[src/rtl/assert_macros.svh]
// Assertion macros shared by the decoder RTL.
`ifndef ASSERT_MACROS_SVH
`define ASSERT_MACROS_SVH
`ifndef SYNTHESIS
`define ASSERT_PROP(label, clk, rst_n, prop, msg) \
	label: assert property (@(posedge clk) disable iff (!rst_n) (prop)) else $error(msg);
`define ASSERT_NEXT(label, clk, rst_n, ante, cons, msg) \
	label: assert property (@(posedge clk) disable iff (!rst_n) (ante) |=> (cons)) else $error(msg);
`else
`define ASSERT_PROP(label, clk, rst_n, prop, msg)
`define ASSERT_NEXT(label, clk, rst_n, ante, cons, msg)
`endif
`endif

[src/rtl/hufw_pkg.sv]
// Types and constants of the Huffman tree-walk decoder.
package hufw_pkg;
	localparam int NODE_COUNT_DEFAULT = 512;
	localparam int IDX_W = 9;
	localparam int SYM_W = 8;
	localparam int BYTE_W = 8;
	localparam int PAD_W = 3;
	localparam int CNT_W = 4;
	localparam int CFG_IDX_W = 1;
	localparam int CFG_DATA_W = 9;

	localparam logic [CFG_IDX_W-1:0] REG_ROOT_NODE = 1'd0;
	localparam logic [CFG_IDX_W-1:0] REG_PAD_BITS = 1'd1;
	localparam logic OP_NODE_WR = 1'b0;
	localparam logic OP_DATA = 1'b1;
	localparam logic [CNT_W-1:0] BITS_PER_BYTE = 4'd8;

	typedef logic [IDX_W-1:0] idx_t;
	typedef logic [SYM_W-1:0] sym_t;

	typedef struct packed {
		logic leaf;
		sym_t symbol;
		idx_t left;
		idx_t right;
	} node_t;

	typedef struct packed {
		logic node_wr;
		logic byte_ld;
		logic root_rd;
		logic root_ld;
		logic step;
		logic pending;
		logic flush;
	} dp_cmd_t;

	typedef struct packed {
		logic stall;
		logic issued;
		logic bits_done;
		logic root_stale;
		logic flush_done;
		logic hold_v;
	} dp_stat_t;
endpackage

[src/rtl/hufw_ctrl.sv]
// Controller FSM: sequences node writes, root fetch, bit steps and flush.
module hufw_ctrl (
	input  logic               clk,
	input  logic               arst_n,
	input  logic               in_valid,
	input  logic               in_opcode,
	output logic               in_ready,
	input  hufw_pkg::dp_stat_t st,
	output hufw_pkg::dp_cmd_t  cmd
);
	import hufw_pkg::*;

	localparam logic [2:0] S_IDLE  = 3'd0;
	localparam logic [2:0] S_ROOT  = 3'd1;
	localparam logic [2:0] S_LOAD  = 3'd2;
	localparam logic [2:0] S_BIT   = 3'd3;
	localparam logic [2:0] S_FLUSH = 3'd4;

	logic [2:0] state_q;
	logic [2:0] state_n;
	logic       pending_q;

	always_comb begin
		cmd = '0;
		state_n = state_q;
		in_ready = (state_q == S_IDLE);
		case (state_q)
			S_IDLE: begin
				if (in_valid) begin
					if (in_opcode == OP_NODE_WR) begin
						cmd.node_wr = 1'b1;
					end else begin
						cmd.byte_ld = 1'b1;
						state_n = st.root_stale ? S_ROOT : S_BIT;
					end
				end
			end
			S_ROOT: begin
				cmd.root_rd = 1'b1;
				state_n = S_LOAD;
			end
			S_LOAD: begin
				cmd.root_ld = 1'b1;
				state_n = S_BIT;
			end
			S_BIT: begin
				if (st.bits_done && !pending_q) begin
					state_n = S_FLUSH;
				end else begin
					cmd.step = 1'b1;
					cmd.pending = pending_q;
				end
			end
			S_FLUSH: begin
				cmd.flush = 1'b1;
				if (st.flush_done)
					state_n = S_IDLE;
			end
			default: begin
				state_n = S_IDLE;
			end
		endcase
	end

	always_ff @(posedge clk or negedge arst_n) begin
		if (!arst_n) begin
			state_q <= S_IDLE;
			pending_q <= 1'b0;
		end else begin
			state_q <= state_n;
			if (cmd.byte_ld)
				pending_q <= 1'b0;
			else if (cmd.step && !st.stall)
				pending_q <= st.issued;
		end
	end
endmodule

[config.mk]
export PLATFORM = sky130hd
export DESIGN_NAME = hufw_ctrl
export DESIGN_NICKNAME = d
export VERILOG_FILES = /design/src/rtl/assert_macros.svh /design/src/rtl/hufw_pkg.sv /design/src/rtl/hufw_ctrl.sv
export SDC_FILE = /design/constraint.sdc
export NUM_CORES = 1
export LEC_CHECK = 0
export ABC_AREA = 1
export BUFFER_PORTS_ARGS = -buffer_cell sky130_fd_sc_hd__buf_2
export CAP_MARGIN = 20
export CORE_AREA = 5 5 42 44
export CTS_CLUSTER_SIZE = 8
export DETAILED_ROUTE_END_ITERATION = 6
export DIE_AREA = 0 0 47 49
export GPL_TIMING_DRIVEN = 0
export HOLD_SLACK_MARGIN = 0.03
export SLEW_MARGIN = 10
export SYNTH_ARGS = -nofsm -noshare
export SYNTH_HDL_FRONTEND = slang
export SYNTH_SLANG_ARGS = --single-unit
[constraint.sdc]
create_clock -name clk -period 1.1 [get_ports clk]
set_input_delay 0 -clock clk [delete_from_list [all_inputs] [get_ports clk]]
set_output_delay 0 -clock clk [all_outputs]
set_load 0.01 [all_outputs]
---- Yosys cells after proc, flatten, opt, wreduce, memory -nomap -nowiden ----
Cells that the tools add are included.
storage, ports and cells
  bits in registers ....................... 4
  output and inout bits ................... 8
operators by class
  equal/unequal tests ..................... 8
  multiplexer cells ....................... 17
  reductions and logical operators ........ 7
operators with widths
  cell                  number
  $pmux W3 S5           1
  $mux W3               4
  $mux W2               5
  $ne A2 B2 Y1 const B  4
  $mux W1               7
  $eq A3 B2 Y1 const B  2
  $reduce_and A4 Y1     1
  $eq A3 B1 Y1 const B  1
  $eq A3 B3 Y1 const B  1
  $logic_not A3 Y1      1
  $logic_and A1 B1 Y1   2
  $logic_not A1 Y1      2
  $reduce_bool A2 Y1    1

---- Longest topological paths before layout ----
Gate-level depths: netlist of the first run.
  depth in word-level cells ............... 7
  depth in mapped cells ................... 6
  depth with buffers taken out ............ 6

---- Worst setup path after synthesis of the first run ----
No wires, ideal clock.
  kind .................................... reg2out
  start point ............................. register state_q[0]
  end point ............................... output port cmd[6] in the netlist's numbering
  arrival ................................. 1.026 ns
  required time ........................... 1.100 ns
  slack ................................... 0.074 ns
  cell stages (with the launch flop) ...... 6
  path buffers ............................ 0
  cell sequence ........................... dfrtp_1 > nor2_2 > inv_2 > nor2_2 > nand2_1 > nor2_1
RTL lines
  what                    line             source
  start, declared         hufw_ctrl.sv:19  logic [2:0] state_q;
  start signal, assigned  hufw_ctrl.sv:70  state_q <= state_n;
  end, declared           hufw_ctrl.sv:9   output hufw_pkg::dp_cmd_t cmd

==> results of run 1 <==
## synthesized netlist by cell type
cell type | count | share of area
nand3_1 | 4 | 0.070
nand4_1 | 3 | 0.066
nand2_2 | 2 | 0.044
inv_1 | 8 | 0.10
nand3b_1 | 1 | 0.026
nor3_1 | 1 | 0.017
o21ai_1 | 1 | 0.017
nor2_4 | 1 | 0.039
clkinv_1 | 1 | 0.013
inv_2 | 1 | 0.013
nor2_1 | 4 | 0.052
dfrtp_1 | 4 | 0.35
nor2_2 | 2 | 0.044
nand2_1 | 11 | 0.14
## kinds of logic (layout without fill, tap and decap cells)
| logic type | count (synthesis) | in the layout | synth area share |
|---|---|---|---|
| simple gates | 29 | 29 | 0.502 |
| buf+inv | 10 | 37 | 0.131 |
| flops | 4 | 4 | 0.349 |
| compound gates | 1 | 1 | 0.0175 |
## per-layer routing
metal / vias to the layer above / global-route usage / part of all wire
li1: 192 / - / -
met1: 153 / 0.105 / 0.41
met2: 13 / 0.102 / 0.49
met3: 0 / 0.0480 / 0.11
met4: 0 / 0.0553 / 0
met5: - / 0 / 0
## critical path, stage by stage, from the launching register on
cell	delay, ps
dfrtp_2	430
nor2_4	150
inv_2	60
nor2_4	80
nand2_1	50
nor2_1	70
buf_2	130
## timing repair
action,CTS,global route
buffers inserted,3,3
hold buffers,2,0
pin swaps,2,2
setup endpoints to repair,10,12
hold endpoints to repair,5,0
resized for setup,5,5
## state kept, by name, summed over array words and instances, names as in the netlist
register and flops:
pending_q 1, state_q 3
## layout make-up
cell class | instances | area (um2)
inverter | 10 | 37.5
timing repair buffer | 24 | 151
sequential | 4 | 104
clock buffer | 3 | 22.5
multi-input combinational | 30 | 169
fill | 167 | 897
tap | 16 | 20.0
## power groups by stage
stage | registers, mW | logic [mW] | clock network [mW]
floorplan | 0.302 | 0.456 | 0
global placement | 0.316 | 0.627 | 0
detailed placement | 0.319 | 0.639 | 0
CTS | 0.334 | 0.752 | 0.190
global route | 0.353 | 1.02 | 0.202
finish | 0.340 | 0.906 | 0.180
## metrics by stage
step	TNS (ps)	hold WS (ps)	utilization	instance area [um2]	power (mW)
2_1_floorplan	0	-296	-	287	0.758
3_3_place_gp	-3.00	-194	0.276	387	0.944
3_5_place_dp	-35.0	-193	0.276	387	0.958
4_1_cts	-330	101	0.331	464	1.28
5_1_grt	-1180	120	0.360	504	1.58
6_report	-405	99.5	0.360	504	1.43
## worst paths after layout
check | from | endpoint | slack, ps
worst max register to register | state_q[0] | state_q[1] | -50
worst min-delay path | arst_n | pending_q | 100
max in group asynchronous | arst_n | state_q[0] | 870
worst max-delay path | state_q[0] | cmd[6] | -100
worst min register to register | pending_q | pending_q | 510
min in group clk | st[1] | state_q[2] | 100
==> impl_metrics.py, run 1 <==
metrics = {
    "run_status": {
        "outcome": "finished with violations",
        "failed_checks": "setup timing",
    },
    "critical_path": {
        "start_kind": "flop",
        "critical_path_class": "flop to output pin",
        "crit_arrival_ps": 1200,
        "ff2ff_path_depth": 7,
        "cp-end-kind": "output pin",
        "required_ps": 1100,
        "worstPathMaxFanout": 4,
    },
    "cts": {
        "tritoncts": "done",
        "clk_latency_ps": 230,
        "cts.sinks": 4,
        "clk_root_buffer_cell": "clkbuf_4",
        "clk_pin_slew_ps": 40,
        "clock_path_buffers": 2,
        "h-tree-depth": 1,
        "cts_made_buffers": 3,
    },
    "pwr": {
        "p_leak_nw": 0.299,
        "vdd_ir_drop_max_mv": 0.987,
        "p_seq_frac": 0.238,
        "clkPwrFrac": 0.126,
        "switching_share": 0.440,
        "p_sw_uw": 627,
        "p_int_uw": 799,
        "pwr_density_cell_mw_per_mm2": 2830,
        "comb_power_share": 0.636,
    },
    "floorplanning": {
        "die_y_um": 49,
        "rows": 14,
        "dieArea_mm2": 0.00230,
        "start_util": 0.204,
        "die_x_um": 47,
        "io_pins": 18,
        "core_mm2": 0.00140,
    },
    "routing": {
        "post-route-drc-count": 0,
        "wl_per_cell_um": 8.43,
        "drt_first_pass_iters": 4,
        "drtAntennaViolNets": 0,
        "wirelength_um": 733,
        "first_iter_violations": 2,
        "vias_per_cell": 4.11,
        "vias": 358,
    },
    "cells_and_area": {
        "drive_gt1_frac": 0.535,
        "layout_commonest_cell": "buf_2",
        "fin_cells": 87,
        "antenna_cells": 0,
        "nets": 83,
        "final_cell_mix": "15 x buf_2, 11 x nand2_1, 6 x inv_1, 6 x buf_4, 4 x nor2_1",
        "area_growth_pct": 76.0,
    },
    "global_route": {
        "grt_pass1_vias": 319,
        "grt_max_degree": 6,
        "gr-usage-all-layers": 0.0827,
        "grt_pass1_wl_mm": 1.35,
        "grt.overflow.total": 0,
        "antenna_found_initial": 0,
    },
    "sta": {
        "slew_viol_final": 0,
        "slew_headroom": 0.910,
        "max_freq_mhz": 832,
        "setup_slack_ps": -103,
        "finalSetupViolations": 8,
        "min_period_ps": 1200,
        "finalHoldViolations": 0,
        "finalCritPeriodShare": 1.09,
        "rsz0062_at_grt": "yes",
        "tightest_slew_ps": 136,
        "fin_skew_ps": 0.551,
    },
    "synthesis": {
        "ys_ff_latch": 4,
        "synth_cell_types": 14,
        "ys_seq_area_frac": 0.349,
        "postSynthCellCount": 44,
        "syn_avg_cell_area_um2": 6.51,
        "syn-num-nets": 54,
        "synth_area_um2": 287,
        "ys_warn_count": 0,
    },
    "placed_design": {
        "place_ws_ps": -17.3,
        "place_inst": 76,
        "place_congestion": 0.698,
        "io_buffer_count": 16,
        "dpl.hpwl_um": 575,
    },
    "worst_hold_path": {
        "min_path_type": "primary input to async pin",
    },
    "run": {
        "maxCapViolations": 0,
    },
}
No activity file was read; power rests on OpenSTA's default activity.
==> inputs of run 2 (changes only) <==
ABC_AREA = default   (was 1)
==> impl_metrics.py, run 2 <==
metrics = {
    "cts": {
        "cts_made_buffers": 3,
        "clk_root_buffer_cell": "clkbuf_4",
        "h-tree-depth": 1,
        "cts.sinks": 4,
        "clk_pin_slew_ps": 40,
        "clock_path_buffers": 2,
        "clk_latency_ps": 250,
        "tritoncts": "done",
    },
    "synthesis": {
        "synth_largest_area_cell": "dfrtp_1",
        "async_flop_share": 1.00,
        "syn_avg_cell_area_um2": 10.0,
        "synth_top_flop_cell": "dfrtp_1",
        "synth-edff-count": 0,
        "yosysTopAreaCellShare": 0.345,
        "syn-num-nets": 39,
        "synthTopCellsByArea": "dfrtp_1 34%, nand3b_4 6.9%, a311oi_1 6.0%, nor3b_1 5.2%, a211oi_2 4.3%",
        "postSynthCellCount": 29,
        "synth.most_common_cell": "dfrtp_1",
        "synth_area_um2": 290,
        "synth_cell_types": 20,
        "synth_commonest_cells": "4 x dfrtp_1, 3 x inv_1, 3 x nor2_1",
        "ys_seq_area_frac": 0.345,
        "ys_ff_latch": 4,
        "ys_warn_count": 0,
    },
    "cells_and_area": {
        "fin_cells": 76,
        "antenna_cells": 0,
        "multiInputGateArea_um2": 213,
        "num-fill-cells": 159,
        "seq_area_um2": 101,
        "drive_gt1_frac": 0.733,
        "nets": 72,
        "reg.largest.list": "state_q: 3 flops, pending_q: 1 flops",
        "largest_register_ffs": 3,
        "final_cell_mix": "15 x buf_2, 8 x buf_4, 5 x buf_6",
        "design_area_um2": 579,
        "layout_commonest_cell": "buf_2",
        "top_register": "state_q",
        "area_growth_pct": 99.6,
    },
    "pwr": {
        "vdd_ir_drop_max_mv": 0.972,
        "p_leak_nw": 0.289,
        "pwr_density_cell_mw_per_mm2": 2660,
    },
    "critical_path": {
        "r2r_slack_ps": -130,
        "worstPathMaxFanout": 5,
        "required_ps": 1100,
        "critPathSlowestCell": "dfrtp_1",
        "start_kind": "flop",
        "slowest_delay_ps": 360,
        "crit_path_frequent_cell": "buf_6",
        "cp-end-kind": "output pin",
        "r2r-end": "pending_q",
        "ff2ff_path_depth": 3,
        "crit_arrival_ps": 1230,
        "crit_chain": "buf_6, nor3_4, and3_4, buf_6",
        "critical_path_class": "flop to output pin",
        "r2r-start": "state_q[2]",
    },
    "global_route": {
        "gr-usage-all-layers": 0.0835,
        "grt_max_degree": 9,
        "grt.overflow.total": 0,
        "antenna_found_initial": 0,
        "grt_pass1_wl_mm": 1.31,
        "grt_pass1_vias": 310,
    },
    "sta": {
        "min_period_ps": 1230,
        "finalSetupViolations": 10,
        "finalCritPeriodShare": 1.12,
        "finalHoldViolations": 0,
        "slew_headroom": 0.835,
        "tightest_slew_ps": 248,
        "slew_viol_final": 0,
        "fin_skew_ps": 7.29,
        "max_freq_mhz": 811,
        "setup_slack_ps": -134,
        "rsz0062_at_grt": "yes",
    },
    "placed_design": {
        "place_inst": 61,
        "place_congestion": 0.716,
        "io_buffer_count": 16,
        "placed_area_um2": 395,
        "dpl.hpwl_um": 567,
    },
    "routing": {
        "drtAntennaViolNets": 0,
        "vias": 339,
        "drt_first_pass_iters": 4,
        "post-route-drc-count": 0,
        "first_iter_violations": 2,
        "wirelength_mm": 1.01,
        "vias_per_cell": 4.46,
        "wl_per_cell_um": 13.2,
    },
    "worst_hold_path": {
        "hold_start": "st[5]",
        "min_path_type": "primary input to flop",
        "min_to": "pending_q",
        "hold_depth": 3,
    },
    "floorplanning": {
        "die_y_um": 49,
        "rows": 14,
        "core_mm2": 0.00140,
        "io_pins": 18,
        "die_x_um": 47,
        "start_util": 0.207,
        "dieArea_mm2": 0.00230,
    },
    "run_status": {
        "failed_checks": "setup timing",
        "outcome": "finished with violations",
    },
    "run": {
        "maxCapViolations": 0,
    },
}
## run 2: critical path, delay by kind of cell (launching register included)
kind,cells,cell delay [ps]
buffers and inverters,2,240
DFF,1,360
and+or+nand+nor,2,400
## run 2: per-layer routing
| layer | part of all wire | track usage |
|---|---|---|
| met4 | 0.018 | 0.0829 |
| met5 | 0 | 0 |
| met2 | 0.52 | 0.106 |
| met1 | 0.37 | 0.100 |
| met3 | 0.091 | 0.0295 |
## run 2: worst max-delay path by stage
stage,start,to,slack [ps],depth (start not counted)
detailed placement,state_q[2],pending_q,-200,3
floorplan,state_q[0],pending_q,-100,4
global route,state_q[0],cmd[5],-170,4
CTS,state_q[1],cmd[5],-130,4
global placement,state_q[2],pending_q,-180,3
finish,state_q[0],cmd[5],-130,4
## run 2: repair_timing
action,in CTS,in global routing
setup buffers,7,3
pin swaps,4,7
setup endpoints to repair,8,12
hold buffers,2,0
cloned,0,0
gates resized for setup,7,7
endpoints found under the hold margin,5,0
## run 2: logic make-up after synthesis
| group | synth area share |
|---|---|
| buffers and inverters | 0.103 |
| AO/OA/AOI/OAI | 0.181 |
| AND/OR/NAND/NOR | 0.371 |
| flip-flops | 0.345 |
## run 2: area by class of cell
type,count,share of cell area
Buffer,2,0.0389
Clock buffer,3,0.0389
Inverter,3,0.0194
Multi-Input combinational cell,20,0.367
Sequential cell,4,0.175
Tap cell,16,0.0346
Timing Repair Buffer,28,0.326
## run 2: power breakdown
| part | internal (mW) | leakage, nW | switching, mW |
|---|---|---|---|
| registers | 0.217 | 0.0457 | 0.0483 |
| logic | 0.593 | 0.229 | 0.488 |
| clock network | 0.123 | 0.0138 | 0.0718 |
| total | 0.933 | 0.289 | 0.608 |
## run 2: stage by stage
| step | utilization | setup TNS [ps] | hold slack [ps] | setup WS [ps] | power (mW) |
|---|---|---|---|---|---|
| 3_3_place_gp | 0.282 | -183 | -192 | -183 | 0.882 |
| 6_report | 0.413 | -748 | 38.0 | -134 | 1.54 |
| 3_5_place_dp | 0.282 | -198 | -192 | -198 | 0.890 |
| 5_1_grt | 0.413 | -1170 | 58.2 | -173 | 1.63 |
| 4_1_cts | 0.374 | -665 | 48.5 | -129 | 1.33 |
| 2_1_floorplan | - | -97.0 | -296 | -97.0 | 0.707 |
==> inputs of run 3 (changes only) <==
CTS_BUF_LIST = sky130_fd_sc_hd__clkbuf_16   (was default)
==> impl_metrics.py, run 3 (same netlist as run 2, synthesis figures left out) <==
metrics = {
    "routing": {
        "first_iter_violations": 2,
        "wl_per_cell_um": 12.3,
        "vias": 336,
        "post-route-drc-count": 0,
        "drtAntennaViolNets": 0,
        "wirelength_um": 937,
        "vias_per_cell": 4.42,
        "drt_first_pass_iters": 2,
    },
    "sta": {
        "min_period_ps": 1220,
        "max_freq_mhz": 818,
        "hold_ws_ps": 58.9,
        "slew_viol_final": 0,
        "finalHoldViolations": 0,
        "fin_skew_ps": 1.59,
        "rsz0062_at_grt": "yes",
        "tightest_slew_ps": 231,
        "finalCritPeriodShare": 1.11,
        "finalSetupViolations": 7,
        "setup_slack_ps": -122,
        "slew_headroom": 0.846,
    },
    "floorplanning": {
        "die_x_um": 47,
        "rows": 14,
        "start_util": 0.207,
        "core_mm2": 0.00140,
        "io_pins": 18,
        "dieArea_mm2": 0.00230,
        "die_y_um": 49,
    },
    "cts": {
        "cts_made_buffers": 3,
        "cts.sinks": 4,
        "clk_root_buffer_cell": "clkbuf_16",
        "clock_path_buffers": 2,
        "tritoncts": "done",
        "clk_latency_ps": 230,
        "h-tree-depth": 1,
        "clk_pin_slew_ps": 30,
    },
    "global_route": {
        "grt_pass1_vias": 290,
        "grt.overflow.total": 0,
        "grt_max_degree": 9,
        "gr-usage-all-layers": 0.0757,
        "grt_pass1_wl_mm": 1.19,
        "antenna_found_initial": 0,
    },
    "placed_design": {
        "io_buffer_count": 16,
        "place_congestion": 0.716,
        "dpl.hpwl_um": 567,
        "place_ws_ps": -198,
    },
    "cells_and_area": {
        "num-fill-cells": 148,
        "reg.largest.list": "state_q: 3 flops, pending_q: 1 flops",
        "area_growth_pct": 116,
        "final_cell_mix": "15 x buf_2, 8 x buf_4, 5 x buf_6",
        "largest_register_ffs": 3,
        "top_register": "state_q",
        "antenna_cells": 0,
        "layout_commonest_cell": "buf_2",
        "drive_gt1_frac": 0.733,
        "nets": 72,
    },
    "critical_path": {
        "cp-end-kind": "flop",
        "required_ps": 1240,
        "crit_chain": "nand3b_4, or3_1, a211oi_2",
        "start_kind": "flop",
        "r2r_slack_ps": -120,
        "crit_arrival_ps": 1360,
        "worstPathMaxFanout": 4,
        "critPathSlowestCell": "dfrtp_2",
        "critical_path_class": "flop to flop",
        "slowest_delay_ps": 440,
        "crit_buf_inv": 0,
        "cpLargestDelayFamily": "simple AND/OR/NAND/NOR gates",
    },
    "pwr": {
        "pwr_density_cell_mw_per_mm2": 3020,
        "p_total_mw": 1.89,
        "p_leak_nw": 0.304,
        "vdd_ir_drop_max_mv": 1.34,
    },
    "run_status": {
        "outcome": "finished with violations",
        "failed_checks": "setup timing",
    },
    "run": {
        "maxCapViolations": 0,
    },
    "worst_hold_path": {
        "min_path_type": "primary input to flop",
    },
}
run 3: per-layer routing:
| metal | vias to the layer above | part of all wire | routed length (um) | global-route usage |
|---|---|---|---|---|
| met4 | 0 | 0.028 | 26 | 0.0829 |
| met3 | 3 | 0.098 | 92 | 0.0295 |
| met5 | - | 0 | 0 | 0 |
| li1 | 166 | - | - | - |
| met1 | 152 | 0.37 | 348 | 0.0960 |
| met2 | 15 | 0.50 | 470 | 0.0860 |
run 3: cell type report:
type,instances,area [um2],area share
clock buffers,3,75.1,0.120
repair buffers,28,189,0.302
plain buffers,2,22.5,0.0360
inverters,3,11.3,0.0180
flip-flops and latches,4,101,0.162
well taps,16,20.0,0.0320
multi-input cells,20,206,0.330
run 3: final timing paths:
path,startpoint,to,depth (start not counted)
min reg2reg,state_q[2],state_q[1],1
min in group asynchronous,arst_n,pending_q,2
min,st[5],pending_q,3
max reg2reg,state_q[2],pending_q,3
max,state_q[2],pending_q,3
max in group asynchronous,arst_n,state_q[2],2
run 3: where the power goes:
group | internal (mW) | leakage, nW | switching, mW | total, mW
Sequential | 0.217 | 0.0457 | 0.0473 | 0.265
Combinational | 0.587 | 0.222 | 0.467 | 1.05
Clock | 0.465 | 0.0370 | 0.108 | 0.573
Total | 1.27 | 0.304 | 0.622 | 1.89
run 3: metrics by stage:
step,utilization,TNS [ps],std cells,area (um2)
final,0.446,-558,76,626
after global routing,0.446,-927,76,626
after CTS,0.404,-580,72,566
after detailed placement,0.282,-198,61,395
after global placement,0.282,-183,61,395
after floorplan,-,-97.0,29,295
run 3: worst min-delay path, stage by stage:
cell	delay, ps
buf_2	80
or3_1	100
a211oi_2	60
run 3: repair_timing:
action / CTS / global route
pin swaps: 4 / 7
setup buffers: 6 / 4
endpoints found under the setup margin: 7 / 11
hold buffers: 2 / 0
gates resized for setup: 6 / 7
endpoints found under the hold margin: 5 / 0
